$ cat src/rtl/core/bsss_pkg.sv
// shared types, constants and the segment table of the blinking seven-segment scanner
package bsss_pkg;

	localparam int BLINK_PERIOD = 100;
	localparam int BLINK_HALF   = BLINK_PERIOD / 2;
	localparam int CNT_W        = 7;

	localparam logic [4:0] BLANK_INDEX = 5'd16;
	localparam logic [2:0] SEL_MAX     = 3'd4;

	// decimal point codes
	localparam logic [1:0] DOT_SECOND = 2'd0;
	localparam logic [1:0] DOT_THIRD  = 2'd1;
	localparam logic [1:0] DOT_NONE   = 2'd2;
	localparam logic [1:0] DOT_FOURTH = 2'd3;

	localparam logic REG_DOT_POSITION = 1'b0;

	// reciprocals for value / 10000 and digit extraction
	localparam logic [16:0] RECIP_10000 = 17'd107375;
	localparam int          SHIFT_10000 = 30;
	localparam int          SHIFT_DIV   = 23;
	localparam logic [15:0] RECIP_10    = 16'd52429;
	localparam int          SHIFT_10    = 19;

	typedef struct packed {
		logic [1:0] pos;
		logic [4:0] head;
		logic       steady;
		logic       blank;
		logic       dot;
	} tick_ctl_t;

	// 2^23 / 10^(3-pos), rounded up
	function automatic logic [23:0] recip_of(input logic [1:0] pos);
		logic [23:0] r;
		case (pos)
			2'd0: r = 24'd8389;
			2'd1: r = 24'd83887;
			2'd2: r = 24'd838861;
			2'd3: r = 24'd8388608;
			default: r = 24'd8388608;
		endcase
		return r;
	endfunction

	function automatic logic [7:0] seg_of(input logic [4:0] idx);
		logic [7:0] s;
		case (idx)
			5'd0:  s = 8'h3f;
			5'd1:  s = 8'h06;
			5'd2:  s = 8'h5b;
			5'd3:  s = 8'h4f;
			5'd4:  s = 8'h66;
			5'd5:  s = 8'h6d;
			5'd6:  s = 8'h7d;
			5'd7:  s = 8'h07;
			5'd8:  s = 8'h7f;
			5'd9:  s = 8'h6f;
			5'd10: s = 8'h77;
			5'd11: s = 8'h7c;
			5'd12: s = 8'h39;
			5'd13: s = 8'h5e;
			5'd14: s = 8'h73;
			5'd15: s = 8'h40;
			5'd16: s = 8'h00;
			5'd17: s = 8'hc0;
			default: s = 8'h00;
		endcase
		return s;
	endfunction

endpackage

$ cat src/rtl/core/bsss_digit_split.sv
// two-stage decimal split: value mod 10000, then the digit at the scan position
module bsss_digit_split (
	input  logic                  clk,
	input  logic                  arst_n,
	input  logic                  en,
	input  logic                  valid_in,
	input  logic [15:0]           value_in,
	input  bsss_pkg::tick_ctl_t   ctl_in,
	output logic                  valid_out,
	output bsss_pkg::tick_ctl_t   ctl_out,
	output logic [3:0]            digit
);
	import bsss_pkg::*;

	logic [32:0] q_prod;
	logic [2:0]  q;
	logic [15:0] q_scaled;
	logic [15:0] vm_full;

	logic [13:0] vm_s2;
	tick_ctl_t   ctl_s2;
	logic        valid_s2;

	logic [37:0] a_prod;
	logic [13:0] a_s3;
	tick_ctl_t   ctl_s3;
	logic        valid_s3;

	logic [29:0] t_prod;
	logic [9:0]  t;
	logic [13:0] t_scaled;
	logic [13:0] d_full;

	// value mod 10000
	assign q_prod   = {17'd0, value_in} * {16'd0, RECIP_10000};
	assign q        = q_prod[SHIFT_10000 +: 3];
	assign q_scaled = 16'({13'd0, q} * 16'd10000);
	assign vm_full  = value_in - q_scaled;

	always_ff @(posedge clk or negedge arst_n) begin
		if (!arst_n) begin
			valid_s2 <= 1'b0;
			valid_s3 <= 1'b0;
		end else if (en) begin
			valid_s2 <= valid_in;
			valid_s3 <= valid_s2;
		end
	end

	always_ff @(posedge clk) begin
		if (en) begin
			vm_s2  <= vm_full[13:0];
			ctl_s2 <= ctl_in;
			a_s3   <= a_prod[SHIFT_DIV +: 14];
			ctl_s3 <= ctl_s2;
		end
	end

	// vm / 10^(3-pos)
	assign a_prod = {24'd0, vm_s2} * {14'd0, recip_of(ctl_s2.pos)};

	// remainder by ten
	assign t_prod   = {16'd0, a_s3} * {14'd0, RECIP_10};
	assign t        = t_prod[SHIFT_10 +: 10];
	assign t_scaled = 14'({4'd0, t} * 14'd10);
	assign d_full   = a_s3 - t_scaled;

	assign digit     = d_full[3:0];
	assign valid_out = valid_s3;
	assign ctl_out   = ctl_s3;

endmodule

$ cat src/rtl/core/blinking_seven_segment_scanner.sv
// top level of the blinking four-digit seven-segment scanner
//
//   port group   dir  role                        transfer when
//   s_axis_*     in   display tick                s_axis_tvalid & s_axis_tready
//   m_axis_*     out  driven digit and segments   m_axis_tvalid & m_axis_tready
//   apb          in   dot position register       psel & penable & pwrite
//
// one tick per clock while the output is not stalled
// a tick passes the input register, mod 10000 multiply, digit divide and output register
// scan position and blink counter advance on each input transfer
// reset clears the pipeline, scan position and blink counter; dot position resets to none
// a stalled output stalls every stage and holds s_axis_tready low
module blinking_seven_segment_scanner (
	input  logic        clk,
	input  logic        arst_n,
	input  logic        s_axis_tvalid,
	output logic        s_axis_tready,
	input  logic [23:0] s_axis_tdata,  // value[15:0], head_symbol[20:16], steady_select[23:21]
	output logic        m_axis_tvalid,
	input  logic        m_axis_tready,
	output logic [15:0] m_axis_tdata,  // digit_enable_n[3:0], segments[11:4], digit_index[13:12]
	input  logic        psel,
	input  logic        penable,
	input  logic        pwrite,
	input  logic [2:0]  paddr,
	input  logic [31:0] pwdata,
	output logic [31:0] prdata,
	output logic        pready
);
	import bsss_pkg::*;

	logic             en;
	logic             accept;
	logic [1:0]       dot_position_q;
	logic [1:0]       scan_q;
	logic [CNT_W-1:0] blink_count_q;
	logic [CNT_W-1:0] cnt_inc;
	logic [CNT_W-1:0] cnt_next;
	logic [2:0]       sel_in;
	logic [2:0]       sel_eff;
	logic             dot_hit;
	tick_ctl_t        ctl_in;

	logic [15:0]      value_s1;
	tick_ctl_t        ctl_s1;
	logic             valid_s1;

	logic             split_valid;
	tick_ctl_t        split_ctl;
	logic [3:0]       split_digit;
	logic [4:0]       shown;
	logic [7:0]       seg;

	logic             out_valid_q;
	logic [15:0]      out_data_q;

	assign en            = !out_valid_q || m_axis_tready;
	assign s_axis_tready = en;
	assign accept        = s_axis_tvalid && en;

	// configuration
	assign pready = 1'b1;
	assign prdata = (paddr[2] == REG_DOT_POSITION) ? {30'd0, dot_position_q} : 32'd0;

	always_ff @(posedge clk or negedge arst_n) begin
		if (!arst_n) begin
			dot_position_q <= DOT_NONE;
		end else if (psel && penable && pwrite && paddr[2] == REG_DOT_POSITION) begin
			dot_position_q <= pwdata[1:0];
		end
	end

	// tick state
	assign cnt_inc  = blink_count_q + CNT_W'(1);
	assign cnt_next = (cnt_inc >= CNT_W'(BLINK_PERIOD)) ? '0 : cnt_inc;
	assign sel_in   = s_axis_tdata[23:21];
	assign sel_eff  = (sel_in > SEL_MAX) ? 3'd0 : sel_in;

	always_comb begin
		case (scan_q)
			2'd0: dot_hit = 1'b0;
			2'd1: dot_hit = (dot_position_q == DOT_SECOND);
			2'd2: dot_hit = (dot_position_q == DOT_THIRD);
			2'd3: dot_hit = (dot_position_q == DOT_FOURTH);
			default: dot_hit = 1'b0;
		endcase
		ctl_in.pos    = scan_q;
		ctl_in.head   = s_axis_tdata[20:16];
		ctl_in.steady = (sel_eff != 3'd0) && (sel_eff == {1'b0, scan_q} + 3'd1);
		ctl_in.blank  = (cnt_next >= CNT_W'(BLINK_HALF));
		ctl_in.dot    = dot_hit;
	end

	always_ff @(posedge clk or negedge arst_n) begin
		if (!arst_n) begin
			scan_q        <= 2'd0;
			blink_count_q <= '0;
		end else if (accept) begin
			scan_q        <= scan_q + 2'd1;
			blink_count_q <= cnt_next;
		end
	end

	// input register
	always_ff @(posedge clk or negedge arst_n) begin
		if (!arst_n) begin
			valid_s1 <= 1'b0;
		end else if (en) begin
			valid_s1 <= s_axis_tvalid;
		end
	end

	always_ff @(posedge clk) begin
		if (en) begin
			value_s1 <= s_axis_tdata[15:0];
			ctl_s1   <= ctl_in;
		end
	end

	bsss_digit_split u_split (
		.clk       (clk),
		.arst_n    (arst_n),
		.en        (en),
		.valid_in  (valid_s1),
		.value_in  (value_s1),
		.ctl_in    (ctl_s1),
		.valid_out (split_valid),
		.ctl_out   (split_ctl),
		.digit     (split_digit)
	);

	// segment select
	always_comb begin
		if (split_ctl.steady) begin
			shown = split_ctl.head;
		end else if (split_ctl.blank) begin
			shown = BLANK_INDEX;
		end else begin
			shown = {1'b0, split_digit};
		end
		seg = seg_of(shown) | {split_ctl.dot, 7'd0};
	end

	// output register
	always_ff @(posedge clk or negedge arst_n) begin
		if (!arst_n) begin
			out_valid_q <= 1'b0;
		end else if (en) begin
			out_valid_q <= split_valid;
		end
	end

	always_ff @(posedge clk) begin
		if (en) begin
			out_data_q <= {2'd0, split_ctl.pos, seg, ~(4'b0001 << split_ctl.pos)};
		end
	end

	assign m_axis_tvalid = out_valid_q;
	assign m_axis_tdata  = out_data_q;

endmodule

$ cat config.mk
export PLATFORM = sky130hd
export DESIGN_NAME = blinking_seven_segment_scanner
export DESIGN_NICKNAME = d
export VERILOG_FILES = /design/src/rtl/core/bsss_pkg.sv /design/src/rtl/core/bsss_digit_split.sv /design/src/rtl/core/blinking_seven_segment_scanner.sv
export SDC_FILE = /design/constraint.sdc
export NUM_CORES = 1
export LEC_CHECK = 0
export ABC_AREA = 1
export BUFFER_PORTS_ARGS = -buffer_cell sky130_fd_sc_hd__buf_2
export CAP_MARGIN = 10
export CORE_ASPECT_RATIO = 2
export CORE_MARGIN = 2
export CORE_UTILIZATION = 52
export CTS_CLUSTER_DIAMETER = 40
export CTS_CLUSTER_SIZE = 40
export DETAILED_ROUTE_END_ITERATION = 16
export PLACE_DENSITY = 0.66
export SYNTH_ARGS = -nofsm -noshare
export SYNTH_HDL_FRONTEND = slang
export SYNTH_HIERARCHICAL = 1
export SYNTH_SLANG_ARGS = --single-unit
$ cat constraint.sdc
create_clock -name clk -period 16.6 [get_ports clk]
set_input_delay 0.83 -clock clk [delete_from_list [all_inputs] [get_ports clk]]
set_output_delay 0.83 -clock clk [all_outputs]
set_load 0.02 [all_outputs]
==> impl_summary.md <==
STA
The post-route fraction of the period consumed by the critical path is 50.33%. The final total negative setup slack is 0 ps. The peak clock frequency supported by timing is 119.7 MHz. Setup repair after global routing left no endpoint under its margin. The number of max-slew violations in the final report is 0. The routed design could run at a clock period as short as 8354 ps.

The final number of hold-violating endpoints is 0. At the pin with the least slew margin, the transition time is 855.7 ps. Between clock sinks in the finished design, the worst skew comes to 18.57 ps.

The worst pin sits at a relative slew slack of 42.95%. Setup violations remaining at the end of the flow were counted as 0.

Global routing
The first global-routing pass estimated 84.33 mm of wire. Entering global routing, the biggest net connects 53 pins. After global routing the overflow that remains totals 0. The number of global-route vias before repair came to 16,790. In the global route stage, overall resource usage came out at 26.76%. The number of antenna violations at the first check in global routing is 0.

Synthesis
Of the synthesized area, sequential elements account for 14.52%. The number of different library cells in the post-synthesis netlist is 48. The flop and latch count out of synthesis is 103. The summed instance area of the synthesized netlist is 20,790 um^2. The count of synthesis-stage warnings from yosys is 6. The average size of a mapped cell is 9.218 um^2. The number of standard cells after synthesis is 2,256.

Flow run
Across the run, the number of max-cap violations was 0.

Floorplan
In this run the core area contains 103 standard-cell rows. The vertical die dimension is 286.8 um. The area of the placeable core is 39,440 um^2. The top-level I/O count is 117. The initial core utilization is 52.73%. The die covers 41,700 um^2.

The width of the die is 145.4 um.

Clock network
Buffers inserted during clock tree synthesis total 9. Post-CTS timing repair inserted 0 buffers for setup. After clock tree synthesis, the clock-pin slew on the worst setup and hold paths is 80 ps. The number of hold-repair buffers added at the cts stage is 0.

The source-to-sink clock delay at the later pin of the worst-skew pair is 380 ps. The H-tree was split into 3 levels. TritonCTS built the clock tree.

The maximum number of buffers from clock root to sink is 2. The count of instances resized after the clock tree is built is 0. CTS saw 103 sinks. The cell sitting at the root of the clock tree is a sky130_fd_sc_hd__clkbuf_16.

Placement
The number of instances in the placed design is 2,823. The count of port buffers added during placement is 51. Once detailed placement completed, the half-perimeter wirelength came to 48.03 mm. The placer's final routability congestion estimate is 1.012.

Layout
The net count reported at finish is 3,093. 0 antenna diodes ended up in the layout. Compared with the post-synthesis result, the final layout area differs by 5.048%. Of the cells placed in the final design, the portion with a size suffix greater than 1 is 3.933%. The count of cells in the finished layout, fillers not included, comes to 2,839.

Worst setup path
The critical path buffer and inverter count is 7. The critical setup path kind is reg2reg. The kind of cell with the highest combined delay on the critical path is adder cells. The endpoint kind of the worst setup timing path is a flop. The setup slack of the most critical reg-to-reg path is 8250 ps. The slowest stage cell on the critical path is sky130_fd_sc_hd__edfxtp_1. In this run the worst path has a maximum fanout of 7. The arrival time of the worst setup path is 8490 ps. The delay of the slowest cell on the worst path is 680 ps. The most repeated library cell on the critical path is sky130_fd_sc_hd__nand2_1. The worst endpoint required time is 16,740 ps. The kind of start point of the critical path is a flop.

Route
The count of routing violations after the opening detailed-route iteration is 601. The number of DRC violations after detailed routing is 0. Across all layers, the routed design uses 14,860 vias. The pre-antenna-repair detailed-routing pass consisted of 7 iterations. Dividing the detail-routed via count by the number of cells gives 5.236. The routed length per instance is 19.05 um. The final layout contains routed wiring with a total length of 54.08 mm. The count of nets left with antenna violations after detail routing is 0.

Run status
The run finished with clean final reports.

Min path
The tightest min-delay check is of the in2async type.
## synth_stat cells, drive strengths merged
cell type / number / share of area (%)
edfxtp: 88 / 13
nor3: 14 / 0.39
fa: 335 / 32
inv: 635 / 11
a311oi: 1 / 0.042
nand4: 9 / 0.27
and3: 1 / 0.030
o21a: 3 / 0.11
a31oi: 6 / 0.18
clkbuf: 6 / 0.11
o21ai: 40 / 0.98
a211oi: 5 / 0.18
xnor2: 11 / 0.46
o2111ai: 1 / 0.042
or2: 4 / 0.14
buf: 37 / 1.3
nor2: 111 / 2.1
conb: 2 / 0.036
ha: 383 / 23
nand3b: 2 / 0.072
a221oi: 1 / 0.042
nand2: 341 / 6.2
o211ai: 5 / 0.18
a21oi: 83 / 2.0
nor4: 4 / 0.12
xor2: 26 / 1.1
o22ai: 1 / 0.030
o21bai: 14 / 0.51
o221ai: 1 / 0.042
a21o: 11 / 0.40
a211o: 1 / 0.042
a21boi: 3 / 0.16
o31ai: 3 / 0.11
nand3: 52 / 1.3
a22oi: 1 / 0.036
dfrtp: 14 / 1.7
dfstp: 1 / 0.13
## cell families after synthesis
kind of cell             count (synthesis)  synth area share (%)
other                                    2               0.03611
flip-flops                             103                 14.52
adder cells (fa/ha/maj)                718                 55.29
buffers and inverters                  678                 12.88
AND/OR/NAND/NOR                        538                 10.60
XOR/XNOR                                37                 1.558
AO/OA/AOI/OAI                          180                 5.114
## state kept, by name, indices dropped and copies added, names as in the netlist
signal and flops:
blink_count_q 7, ctl_s1 10, dot_position_q 2, m_axis_tdata 14
m_axis_tvalid 1, scan_q 2, u_split/a_s3 14, u_split/ctl_out 10
u_split/ctl_s2 10, u_split/valid_out 1, u_split/valid_s2 1, u_split/vm_s2 14
valid_s1 1, value_s1 16
## metal layers
metal,global-route usage (%),up-vias,routed length [um]
li1,-,6968,-
met1,21.11,7273,15370
met2,55.81,382,31900
met3,2.524,241,1300
met4,22.97,0,5509
met5,0,-,0
## cell type report
| type | instances | area [um^2] |
|---|---|---|
| multi-input combinational | 1506 | 15210 |
| tap | 525 | 656.9 |
| sequential | 103 | 3019 |
| clock inverter | 7 | 66.31 |
| timing repair buffer | 54 | 277.8 |
| clock buffer | 9 | 225.2 |
| fill | 3690 | 17590 |
| inverter | 635 | 2386 |
## worst paths after layout
| check | from | to | depth (start not counted) |
|---|---|---|---|
| worst min register to register | u_split/ctl_s2[0] | u_split/ctl_out[0] | 0 |
| max in group asynchronous | arst_n | dot_position_q[1] | 1 |
| min in group clk | u_split/ctl_s2[0] | u_split/ctl_out[0] | 0 |
| worst max-delay path | value_s1[8] | u_split/vm_s2[13] | 36 |
| worst min-delay path | arst_n | blink_count_q[3] | 1 |
| worst max register to register | value_s1[8] | u_split/vm_s2[13] | 36 |
## stage by stage
step                cell area (um^2)  utilization [%]  worst slack (ps)  hold slack [ps]
detailed placement             21550            54.65              8302            404.5
global placement               21550            54.65              8408            403.9
floorplan                      20910                -              9508            400.3
finish                         21840            55.39              8246            352.9
CTS                            21840            55.39              8258            350.1
global route                   21840            55.39              7818            374.7
## cells in the final DEF, fill, tap and decap left out, drive strengths merged, types with 2 or more instances in the layout
| cell | count |
|---|---|
| nor3 | 14 |
| ha | 383 |
| nor2 | 111 |
| edfxtp | 88 |
| o21ai | 40 |
| clkbuf | 9 |
| a21oi | 83 |
| a21o | 11 |
| o21bai | 14 |
| o21a | 3 |
| a21boi | 3 |
| xnor2 | 11 |
| nand3b | 2 |
| o211ai | 5 |
| nor4 | 4 |
| o31ai | 3 |
| a31oi | 6 |
| inv | 638 |
| fa | 335 |
| a211oi | 5 |
| nand3 | 52 |
| conb | 33 |
| buf | 54 |
| dfrtp | 14 |
| nand4 | 9 |
| or2 | 4 |
| xor2 | 26 |
| nand2 | 341 |
| clkinv | 3 |
Power is left out: the tool's default activity adds up to more than one toggle a clock period on the data nets, which glitch-free logic cannot reach.
